==> src/rtl/core/mhd_pkg.sv <==
// mhd_pkg: shared types, codes and the key symbol classifier of the
// modifier hotkey detector
// no dependencies
package mhd_pkg;

    localparam int KEY_CODES_DEF = 256;
    localparam int KEY_CODE_W    = 8;
    localparam int KEY_SYM_W     = 32;
    localparam int CLS_W         = 4;
    localparam int ACT_W         = 2;
    localparam int ST_W          = 3;

    // class bits
    localparam logic [CLS_W-1:0] CLS_NONE  = 4'b0000;
    localparam logic [CLS_W-1:0] CLS_CTRL  = 4'b0001;
    localparam logic [CLS_W-1:0] CLS_SHIFT = 4'b0010;
    localparam logic [CLS_W-1:0] CLS_ALT   = 4'b0100;
    localparam logic [CLS_W-1:0] CLS_SUPER = 4'b1000;

    // detector states
    localparam logic [ST_W-1:0] ST_IDLE     = 3'd0;
    localparam logic [ST_W-1:0] ST_ARMING   = 3'd1;
    localparam logic [ST_W-1:0] ST_ARMED    = 3'd2;
    localparam logic [ST_W-1:0] ST_REARMING = 3'd3;
    localparam logic [ST_W-1:0] ST_FIRING   = 3'd4;
    localparam logic [ST_W-1:0] ST_WEDGED   = 3'd5;

    // actions
    localparam logic [ACT_W-1:0] ACT_NORMAL = 2'd0;
    localparam logic [ACT_W-1:0] ACT_HOTKEY = 2'd1;
    localparam logic [ACT_W-1:0] ACT_IGNORE = 2'd2;
    localparam logic [ACT_W-1:0] ACT_UNARM  = 2'd3;

    // event kinds
    localparam logic OP_PRESS   = 1'b0;
    localparam logic OP_RELEASE = 1'b1;

    // modifier symbols
    localparam logic [KEY_SYM_W-1:0] SYM_SHIFT_L   = 32'h0000_FFE1;
    localparam logic [KEY_SYM_W-1:0] SYM_SHIFT_R   = 32'h0000_FFE2;
    localparam logic [KEY_SYM_W-1:0] SYM_CTRL_L    = 32'h0000_FFE3;
    localparam logic [KEY_SYM_W-1:0] SYM_CTRL_R    = 32'h0000_FFE4;
    localparam logic [KEY_SYM_W-1:0] SYM_ALT_L     = 32'h0000_FFE9;
    localparam logic [KEY_SYM_W-1:0] SYM_ALT_R     = 32'h0000_FFEA;
    localparam logic [KEY_SYM_W-1:0] SYM_SUPER_L   = 32'h0000_FFEB;
    localparam logic [KEY_SYM_W-1:0] SYM_SUPER_R   = 32'h0000_FFEC;
    localparam logic [KEY_SYM_W-1:0] SYM_HYPER_L   = 32'h0000_FFED;
    localparam logic [KEY_SYM_W-1:0] SYM_HYPER_R   = 32'h0000_FFEE;

    // one entry of the per-key table
    typedef struct packed {
        logic             fired;
        logic             held;
        logic [CLS_W-1:0] cls;
    } t_key_word;

    // hyper folds into super
    function automatic logic [CLS_W-1:0] class_of(input logic [KEY_SYM_W-1:0] sym);
        logic [CLS_W-1:0] c;
        case (sym)
            SYM_CTRL_L, SYM_CTRL_R:   c = CLS_CTRL;
            SYM_SHIFT_L, SYM_SHIFT_R: c = CLS_SHIFT;
            SYM_ALT_L, SYM_ALT_R:     c = CLS_ALT;
            SYM_SUPER_L, SYM_SUPER_R,
            SYM_HYPER_L, SYM_HYPER_R: c = CLS_SUPER;
            default:                  c = CLS_NONE;
        endcase
        return c;
    endfunction

endpackage

==> src/rtl/core/mhd_key_index.sv <==
// mhd_key_index: folds a key code onto the table depth (code modulo depth)
// depends on mhd_pkg
module mhd_key_index #(
    parameter int KEY_CODES = mhd_pkg::KEY_CODES_DEF,
    parameter int IW        = $clog2(KEY_CODES)
) (
    input  logic [mhd_pkg::KEY_CODE_W-1:0] i_key_code,
    output logic [IW-1:0]                  o_idx
);
    import mhd_pkg::*;

    localparam int NCODES = 1 << KEY_CODE_W;

    // constant wrap table, one entry per possible code
    logic [IW-1:0] wrap_tbl [NCODES];

    for (genvar j = 0; j < NCODES; j++) begin : g_tbl
        assign wrap_tbl[j] = IW'(j % KEY_CODES);
    end

    assign o_idx = wrap_tbl[i_key_code];

endmodule

==> src/rtl/core/mhd_key_table.sv <==
// mhd_key_table: per-key memory (held, fired, class) with clearing pass
// and write-to-read forwarding; depends on mhd_pkg
module mhd_key_table #(
    parameter int KEY_CODES = mhd_pkg::KEY_CODES_DEF,
    parameter int IW        = $clog2(KEY_CODES)
) (
    input  logic               i_clk,
    input  logic               i_rst_n,
    input  logic               i_clear,
    output logic               o_clearing,
    input  logic               i_rd_en,
    input  logic [IW-1:0]      i_rd_idx,
    output mhd_pkg::t_key_word o_rd_word,
    input  logic               i_wr_en,
    input  mhd_pkg::t_key_word i_wr_word
);
    import mhd_pkg::*;

    t_key_word mem [KEY_CODES];

    logic          r_clearing;
    logic [IW-1:0] r_clr_idx;
    logic [IW-1:0] r_rd_idx;
    t_key_word     r_rd_word;
    logic          r_last_valid;
    logic [IW-1:0] r_last_idx;
    t_key_word     r_last_word;

    logic          we;
    logic [IW-1:0] wa;
    t_key_word     wd;

    always_comb begin
        if (r_clearing) begin
            we = 1'b1;
            wa = r_clr_idx;
            wd = '0;
        end else begin
            we = i_wr_en;
            wa = r_rd_idx;
            wd = i_wr_word;
        end
    end

    always_ff @(posedge i_clk) begin
        if (we) begin
            mem[wa] <= wd;
        end
        if (i_rd_en) begin
            r_rd_word <= mem[i_rd_idx];
            r_rd_idx  <= i_rd_idx;
        end
        if (i_wr_en) begin
            r_last_idx  <= r_rd_idx;
            r_last_word <= i_wr_word;
        end
    end

    always_ff @(posedge i_clk) begin
        if (!i_rst_n || i_clear) begin
            r_clearing   <= 1'b1;
            r_clr_idx    <= '0;
            r_last_valid <= 1'b0;
        end else begin
            if (r_clearing) begin
                r_clr_idx <= r_clr_idx + 1'b1;
                if (r_clr_idx == IW'(KEY_CODES - 1)) begin
                    r_clearing <= 1'b0;
                end
            end
            if (i_wr_en && !r_clearing) begin
                r_last_valid <= 1'b1;
            end
        end
    end

    // a write at the same edge as the read is not in the read data yet
    assign o_rd_word  = (r_last_valid && r_last_idx == r_rd_idx) ? r_last_word : r_rd_word;
    assign o_clearing = r_clearing;

endmodule

==> src/rtl/core/mhd_fsm.sv <==
// mhd_fsm: per-class held counts, held total and the detector state machine;
// decides the action and the new table entry; depends on mhd_pkg
module mhd_fsm #(
    parameter int KEY_CODES = mhd_pkg::KEY_CODES_DEF,
    parameter int CW        = $clog2(KEY_CODES + 1)
) (
    input  logic                          i_clk,
    input  logic                          i_rst_n,
    input  logic                          i_clear,
    input  logic                          i_fire,
    input  logic                          i_op,
    input  logic [mhd_pkg::CLS_W-1:0]     i_cls,
    input  logic [mhd_pkg::CLS_W-1:0]     i_mask,
    input  mhd_pkg::t_key_word            i_word,
    output mhd_pkg::t_key_word            o_word,
    output logic [mhd_pkg::ACT_W-1:0]     o_action
);
    import mhd_pkg::*;

    logic [ST_W-1:0] r_state, n_state;
    logic [CW-1:0]   r_cnt [CLS_W];
    logic [CW-1:0]   n_cnt [CLS_W];
    logic [CW-1:0]   r_total, n_total;

    logic             is_press;
    logic [CLS_W-1:0] pm;
    logic             in_combo;
    logic [ST_W-1:0]  st;

    always_comb begin
        is_press = (i_op == OP_PRESS);
        for (int b = 0; b < CLS_W; b++) begin
            n_cnt[b] = r_cnt[b];
            if (i_word.held && i_word.cls[b] && r_cnt[b] != '0) begin
                n_cnt[b] = n_cnt[b] - 1'b1;
            end
            if (is_press && i_cls[b]) begin
                n_cnt[b] = n_cnt[b] + 1'b1;
            end
            pm[b] = (n_cnt[b] != '0);
        end

        n_total = r_total;
        if (is_press && !i_word.held) begin
            n_total = r_total + 1'b1;
        end else if (!is_press && i_word.held && r_total != '0) begin
            n_total = r_total - 1'b1;
        end

        in_combo = (i_cls != CLS_NONE) && ((i_cls & ~i_mask) == CLS_NONE);
        n_state  = r_state;
        o_action = ACT_NORMAL;
        st       = r_state;

        if (is_press) begin
            o_word.fired = i_word.fired;
            o_word.held  = 1'b1;
            o_word.cls   = i_cls;
            if (i_mask != CLS_NONE) begin
                case (r_state)
                    ST_IDLE, ST_ARMING, ST_REARMING: begin
                        if (pm == i_mask) begin
                            st = ST_ARMED;
                        end
                        if (in_combo) begin
                            if (st == ST_IDLE) begin
                                st = ST_ARMING;
                            end
                        end else begin
                            st = ST_WEDGED;
                        end
                        n_state = st;
                    end
                    ST_ARMED: begin
                        if (!in_combo) begin
                            if (i_cls != CLS_NONE) begin
                                n_state = ST_WEDGED;
                            end else begin
                                n_state      = ST_FIRING;
                                o_word.fired = 1'b1;
                                o_action     = ACT_HOTKEY;
                            end
                        end
                    end
                    ST_FIRING: begin
                        if (i_cls != CLS_NONE) begin
                            o_action = ACT_IGNORE;
                        end else begin
                            o_word.fired = 1'b1;
                            o_action     = ACT_HOTKEY;
                        end
                    end
                    default: begin
                        o_action = ACT_NORMAL;
                    end
                endcase
            end
        end else begin
            o_word.fired = 1'b0;
            o_word.held  = 1'b0;
            o_word.cls   = i_word.cls;
            case (r_state)
                ST_ARMED: begin
                    if (n_total == '0) begin
                        o_action = ACT_UNARM;
                    end else if (pm != i_mask) begin
                        n_state = ST_REARMING;
                    end
                end
                ST_REARMING: begin
                    if (n_total == '0) begin
                        o_action = ACT_UNARM;
                    end
                end
                ST_FIRING: begin
                    o_action = i_word.fired ? ACT_HOTKEY : ACT_IGNORE;
                end
                default: begin
                    o_action = ACT_NORMAL;
                end
            endcase
            if (n_total == '0) begin
                n_state = ST_IDLE;
            end
        end
    end

    always_ff @(posedge i_clk) begin
        if (!i_rst_n || i_clear) begin
            r_state <= ST_IDLE;
            r_total <= '0;
            for (int b = 0; b < CLS_W; b++) begin
                r_cnt[b] <= '0;
            end
        end else if (i_fire) begin
            r_state <= n_state;
            r_total <= n_total;
            for (int b = 0; b < CLS_W; b++) begin
                r_cnt[b] <= n_cnt[b];
            end
        end
    end

endmodule

==> src/rtl/core/modifier_hotkey_detector.sv <==
// modifier_hotkey_detector: top level, stream ports, combo register and the
// three-stage item pipeline; depends on mhd_pkg, mhd_key_index,
// mhd_key_table and mhd_fsm
//
//  channel  dir  handshake                fields
//  s        in   i_s_tvalid / o_s_tready  tuser[0] operation, tdata key_code, key_symbol
//  m        out  o_m_tvalid / i_m_tready  tdata[1:0] action
//  cfg      in   i_cfg_valid / o_cfg_ready data[3:0] combo_mask
//
// one item per cycle sustained unless a result stalls or a clearing pass runs; an
// item's result is presented after the input, table read and result registers
// the per-key table has one read and one write port; a write made at the
// same edge as the next read is forwarded from a holding register
// after reset and after every combo_mask write a clearing pass runs over the
// whole table, during which no item is accepted
// a stalled result freezes the whole pipeline; outside the clearing pass
// tready falls only then
module modifier_hotkey_detector #(
    parameter int KEY_CODES = mhd_pkg::KEY_CODES_DEF
) (
    input  logic                            i_clk,
    input  logic                            i_rst_n,
    input  logic                            i_s_tvalid,
    output logic                            o_s_tready,
    input  logic [39:0]                     i_s_tdata,   // key_code[7:0], key_symbol[39:8]
    input  logic [0:0]                      i_s_tuser,   // operation[0]
    output logic                            o_m_tvalid,
    input  logic                            i_m_tready,
    output logic [7:0]                      o_m_tdata,   // action[1:0], zeros above
    input  logic                            i_cfg_valid,
    output logic                            o_cfg_ready,
    input  logic [mhd_pkg::CLS_W-1:0]       i_cfg_data
);
    import mhd_pkg::*;

    localparam int IW = $clog2(KEY_CODES);

    // combo register
    logic [CLS_W-1:0] r_mask;
    logic             cfg_wr;

    // pipeline control
    logic en;
    logic s_accept;
    logic fire;
    logic clearing;

    // stage 1: input register
    logic                  r_s1_valid;
    logic                  r_s1_op;
    logic [KEY_CODE_W-1:0] r_s1_code;
    logic [KEY_SYM_W-1:0]  r_s1_sym;
    logic [IW-1:0]         s1_idx;

    // stage 2: table data available
    logic             r_s2_valid;
    logic             r_s2_op;
    logic [CLS_W-1:0] r_s2_cls;
    t_key_word        s2_word;
    t_key_word        s2_new_word;
    logic [ACT_W-1:0] s2_action;

    // result register
    logic             r_out_valid;
    logic [ACT_W-1:0] r_out_act;

    assign cfg_wr      = i_cfg_valid && o_cfg_ready;
    assign o_cfg_ready = 1'b1;

    assign en         = !r_out_valid || i_m_tready;
    assign o_s_tready = en && !clearing;
    assign s_accept   = i_s_tvalid && o_s_tready;
    assign fire       = en && r_s2_valid;

    always_ff @(posedge i_clk) begin
        if (!i_rst_n) begin
            r_mask <= '0;
        end else if (cfg_wr) begin
            r_mask <= i_cfg_data;
        end
    end

    // control of the item pipeline
    always_ff @(posedge i_clk) begin
        if (!i_rst_n) begin
            r_s1_valid  <= 1'b0;
            r_s2_valid  <= 1'b0;
            r_out_valid <= 1'b0;
        end else if (en) begin
            r_s1_valid  <= s_accept;
            r_s2_valid  <= r_s1_valid;
            r_out_valid <= r_s2_valid;
        end
    end

    // payload, no reset
    always_ff @(posedge i_clk) begin
        if (s_accept) begin
            r_s1_op   <= i_s_tuser[0];
            r_s1_code <= i_s_tdata[7:0];
            r_s1_sym  <= i_s_tdata[39:8];
        end
        if (en) begin
            r_s2_op  <= r_s1_op;
            r_s2_cls <= class_of(r_s1_sym);
        end
        if (fire) begin
            r_out_act <= s2_action;
        end
    end

    mhd_key_index #(
        .KEY_CODES (KEY_CODES),
        .IW        (IW)
    ) u_index (
        .i_key_code (r_s1_code),
        .o_idx      (s1_idx)
    );

    mhd_key_table #(
        .KEY_CODES (KEY_CODES),
        .IW        (IW)
    ) u_table (
        .i_clk      (i_clk),
        .i_rst_n    (i_rst_n),
        .i_clear    (cfg_wr),
        .o_clearing (clearing),
        .i_rd_en    (en),
        .i_rd_idx   (s1_idx),
        .o_rd_word  (s2_word),
        .i_wr_en    (fire),
        .i_wr_word  (s2_new_word)
    );

    mhd_fsm #(
        .KEY_CODES (KEY_CODES)
    ) u_fsm (
        .i_clk    (i_clk),
        .i_rst_n  (i_rst_n),
        .i_clear  (cfg_wr),
        .i_fire   (fire),
        .i_op     (r_s2_op),
        .i_cls    (r_s2_cls),
        .i_mask   (r_mask),
        .i_word   (s2_word),
        .o_word   (s2_new_word),
        .o_action (s2_action)
    );

    assign o_m_tvalid = r_out_valid;
    assign o_m_tdata  = {{(8 - ACT_W){1'b0}}, r_out_act};

`ifndef NO_ASSERTIONS
    // an item in the decide stage is not lost while the result side stalls
    a_s2_hold: assert property (@(posedge i_clk) disable iff (!i_rst_n)
        (r_s2_valid && !en) |=> r_s2_valid)
        else $error("decide stage dropped an item under stall");

    // every decided item shows up as a result in the next cycle
    a_fire_out: assert property (@(posedge i_clk) disable iff (!i_rst_n)
        fire |=> o_m_tvalid)
        else $error("decided item produced no result");

    // reset leaves no item in flight
    a_rst_empty: assert property (@(posedge i_clk)
        !i_rst_n |=> (!o_m_tvalid && !r_s1_valid && !r_s2_valid))
        else $error("pipeline not empty after reset");

    // nothing is accepted right after a combo_mask write starts the clearing pass
    a_no_accept_clr: assert property (@(posedge i_clk) disable iff (!i_rst_n)
        $past(cfg_wr) |-> !s_accept)
        else $error("item accepted during clearing pass");
`endif

endmodule
==> config.mk <==
export PLATFORM = sky130hd
export DESIGN_NAME = modifier_hotkey_detector
export DESIGN_NICKNAME = d
export VERILOG_FILES = /design/src/rtl/core/mhd_pkg.sv /design/src/rtl/core/mhd_key_index.sv /design/src/rtl/core/mhd_key_table.sv /design/src/rtl/core/mhd_fsm.sv /design/src/rtl/core/modifier_hotkey_detector.sv
export SDC_FILE = /design/constraint.sdc
export NUM_CORES = 2
export LEC_CHECK = 0
export ABC_AREA = 1
export BUFFER_PORTS_ARGS = -buffer_cell sky130_fd_sc_hd__buf_2
export CAP_MARGIN = 20
export CORE_MARGIN = 2
export CORE_UTILIZATION = 25
export CTS_CLUSTER_SIZE = 30
export DETAILED_ROUTE_END_ITERATION = 8
export PLACE_DENSITY = 0.47
export SYNTH_ARGS = -nofsm -noshare
export SYNTH_HDL_FRONTEND = slang
export SYNTH_SLANG_ARGS = --single-unit
==> constraint.sdc <==
create_clock -name i_clk -period 13.75 [get_ports i_clk]
set_input_delay 1.375 -clock i_clk [delete_from_list [all_inputs] [get_ports i_clk]]
set_output_delay 1.375 -clock i_clk [all_outputs]
set_load 0.05 [all_outputs]
==> run_results.csv <==
group,metric,value,unit
hold_path,hp-start,"r_s1_op",
clock_network,path_clk_slew,60,ps
setup_path,path_max_fanout,70,
die,coreArea,276000,µm²
logic_synthesis,synthTopCellsByArea,"edfxtp_1 71%, nor2_1 7.7%, o21ai_0 7.3%, o22ai_1 4.3%, clkbuf_1 2.0%",
clock_network,clock_latency,870,ps
logic_synthesis,yosys_warnings,0,
logic_synthesis,yosys.cell_count.top_type,"edfxtp_1",
place,dp_slack,8300,ps
hold_path,hold_path_depth,0,
clock_network,cts.sinks,1677,
timing,setup_ws,8380,ps
drt,drc,0,
timing,setup-tns-final,0,ps
drt,final_antenna_net_count,0,
drt,wirelength,208000,µm
pwr,p_comb_share,0.9,%
cells_and_area,area_delta_synth_final,14.3,%
pwr,internal-power,8.16,mW
logic_synthesis,synth_area,69400,µm²
die,ios,61,
cells_and_area,finish.net_count,5824,
cells_and_area,num-fill-cells,28300,
pwr,p_switching,2.19,mW
pwr,p_per_area,130,nW/µm²
timing,finalCriticalPeriod,5370,ps
hold_path,hold_class,"reg2reg",
logic_synthesis,yosysSeqAreaShare,72.1,%
place,dp_hpwl,117000,µm
timing,fin_crit_sh,39.1,%
hold_path,min_to,"r_s2_op",
setup_path,cp.required,14450,ps
pwr,p_clk_share,45.5,%
drt,wl_per_cell,21.7,µm
setup_path,worst_setup_path_start_kind,"register",
setup_path,arrival,6080,ps
setup_path,end_kind,"register",
clock_network,cts_buffer_depth,3,
setup_path,r2r_end,"u_table.r_rd_word[5]",
grt,overflow,0,
logic_synthesis,synth_top_cell_by_area,"edfxtp_1",
clock_network,cts_resized,0,
logic_synthesis,avgSynthCellArea,11.9,µm²
timing,max_slew_margin,19.0,%
pwr,seq_power_share,53.6,%
setup_path,r2r_cells,12,
drt,via_count,46200,
setup_path,r2r-start,"r_s1_code[1]",
timing,setup_viol,0,
place,gp_congestion,0.807,
pwr,ir_drop,0.0000924,V
drt,vias_per_cell,4.80,
die,rows,193,
die,die_w,531,µm
setup_path,critical_path_class,"reg2reg",
drt,dr.pass1.iters,5,
timing,hold_viol,0,
die,initial_core_util,25.1,%
timing,finalMaxSlewViolations,0,
pwr,p_leak,26.8,nW
grt,grt_pass1_wl,308000,µm
logic_synthesis,ys_top_cells_by_count,"1648 x edfxtp_1, 1417 x nor2_1, 1017 x o21ai_0",
timing,tightest_slew,1210,ps
grt,antenna_found_initial,9,
place,io_buffers,53,
clock_network,root_buffer,"clkbuf_16",
logic_synthesis,synthCells,5832,
logic_synthesis,synth_cell_types,55,
grt,grt_pass1_vias,45000,
grt,grt_use_total,14.4,%
clock_network,post_cts.repair.setup_buffers,0,
pwr,totalPowerFinal,10.3,mW
clock_network,cts_tree,"done",
timing,worst_clock_skew,62.1,ps
logic_synthesis,synth_top_area_share,71.3,%
setup_path,ff2ff_setup_slack,8380,ps
cells_and_area,drive_above_1_share,8.18,%
pwr,power_switching_share,21.1,%
clock_network,cts_max_level,4,
logic_synthesis,synth-edff-count,1648,
grt,grt_max_degree,193,
die,die-area,282000,µm²
place,postPlaceCellArea,73600,µm²
die,die-height,531,µm
clock_network,cts_buffers,184,
cells_and_area,multiInputGateArea,17200,µm²
logic_synthesis,async_flop_share,0,%
cells_and_area,utilization,28.7,%
status,run_status,"completed",
timing,rsz0062_at_grt,"no",
timing,hold_ws,448,ps
drt,drt_iter0_drc,4608,
clock_network,hold_buffers,0,
place,placedCellCount,9281,
timing,fmax,0.186,GHz
flow_run,maxCapViolCount,0,
logic_synthesis,synth-seq-cells,1677,
cells_and_area,final_cell_area,79300,µm²
cells_and_area,final_cell_count_no_fill,9615,
logic_synthesis,synthFlopType,"edfxtp_1",
cells_and_area,regArea,50100,µm²
[critical path: stages (launching register included)]
cell      delay (ps)
edfxtp_1         480
buf_4            540
buf_4            830
buf_4            620
buf_4            650
o21ai_0          180
o22ai_1          220
nor2_1            70
o32ai_1          470
nor2_1            80
o32ai_1          640
o21ai_0          150
o21ai_0          160
[layer usage]
| layer | vias to the layer above | track usage, % | share of wire, % | routed length (µm) |
|---|---|---|---|---|
| li1 | 21100 | - | - | - |
| met4 | 0 | 3.61 | 2.0 | 4180 |
| met2 | 1436 | 23.2 | 46 | 96500 |
| met3 | 264 | 2.35 | 6.1 | 12800 |
| met1 | 23300 | 20.2 | 46 | 94800 |
| met5 | - | 0 | 0 | 0 |
[sequential cells by signal, indices dropped and copies added (netlist names)]
name                  flops
u_table.r_clr_idx         8
o_m_tvalid                1
u_table.r_last_idx        8
u_table.r_last_valid      1
r_s2_op                   1
u_fsm.r_state             3
r_s1_op                   1
r_out_act                 2
r_s2_cls                  4
u_table.mem            1536
u_fsm.r_total             9
r_s1_sym                 32
u_table.r_rd_idx          8
u_fsm.r_cnt              36
r_mask                    4
u_table.o_clearing        1
r_s2_valid                1
u_table.r_rd_word         6
r_s1_valid                1
u_table.r_last_word       6
r_s1_code                 8
[cells by family (layout without fill, tap and decap cells)]
group | count (synthesis) | in the layout | share of synthesized area [%]
simple gates | 1949 | 1949 | 11.4
flops | 1677 | 1677 | 72.1
compound gates | 1583 | 1583 | 12.6
buf+inv | 578 | 646 | 3.26
xor+xnor | 31 | 31 | 0.391
fa+ha+maj | 11 | 11 | 0.198
other cells | 2 | 12 | 0.0108
mux | 1 | 1 | 0.0144
[worst max path at each step]
stage	from	endpoint	slack (ps)	cells past startpoint
after global routing	r_s1_code[0]	u_table.r_rd_word[4]	8020	12
final	r_s1_code[1]	u_table.r_rd_word[5]	8380	12
after CTS	r_s1_code[0]	u_table.r_rd_word[4]	8300	12
after floorplan	r_s2_op	u_table.mem[0][5]	3110	5
after detailed placement	r_s1_code[0]	u_table.r_rd_word[4]	8300	12
after global placement	r_s1_code[0]	u_table.r_rd_word[4]	8330	12
[power groups by stage]
| stage | combinational (mW) | clock [mW] | sequential (mW) |
|---|---|---|---|
| detailed placement | 0.0895 | 0 | 5.65 |
| finish | 0.0899 | 4.71 | 5.54 |
| global placement | 0.0886 | 0 | 5.65 |
| global route | 0.101 | 5.00 | 5.54 |
| floorplan | 0.0602 | 0 | 5.65 |
| CTS | 0.0903 | 4.81 | 5.54 |
[cell type report]
class                      instances  share of cell area (%)
sequential                      1677                    63.1
clock buffer                     222                    5.98
tap                             3705                    5.84
timing repair buffer             134                    1.27
antenna                            5                  0.0158
clock inverter                   106                    1.21
multi-input combinational       3582                    21.7
inverter                         184                   0.905
[layout by cell type, fill, tap and decap left out, types with 9 or more instances in the layout]
cell type / count
dfxtp_1: 29
ha_1: 11
o32ai_1: 23
nand2_1: 304
buf_12: 9
o22ai_1: 481
inv_2: 15
nand2_2: 18
clkbuf_16: 184
nor3_1: 19
xor2_1: 26
clkbuf_1: 38
nor2_1: 1415
nand3_2: 12
clkinv_1: 44
clkinv_2: 37
nor2_4: 9
o221ai_1: 11
inv_1: 161
a21oi_1: 18
nand3_1: 68
nor2_2: 13
clkinv_16: 9
buf_4: 71
nand4_1: 53
o211ai_1: 9
o21ai_0: 1017
edfxtp_1: 1648
buf_2: 53
Power figures use the tool's default switching activity.
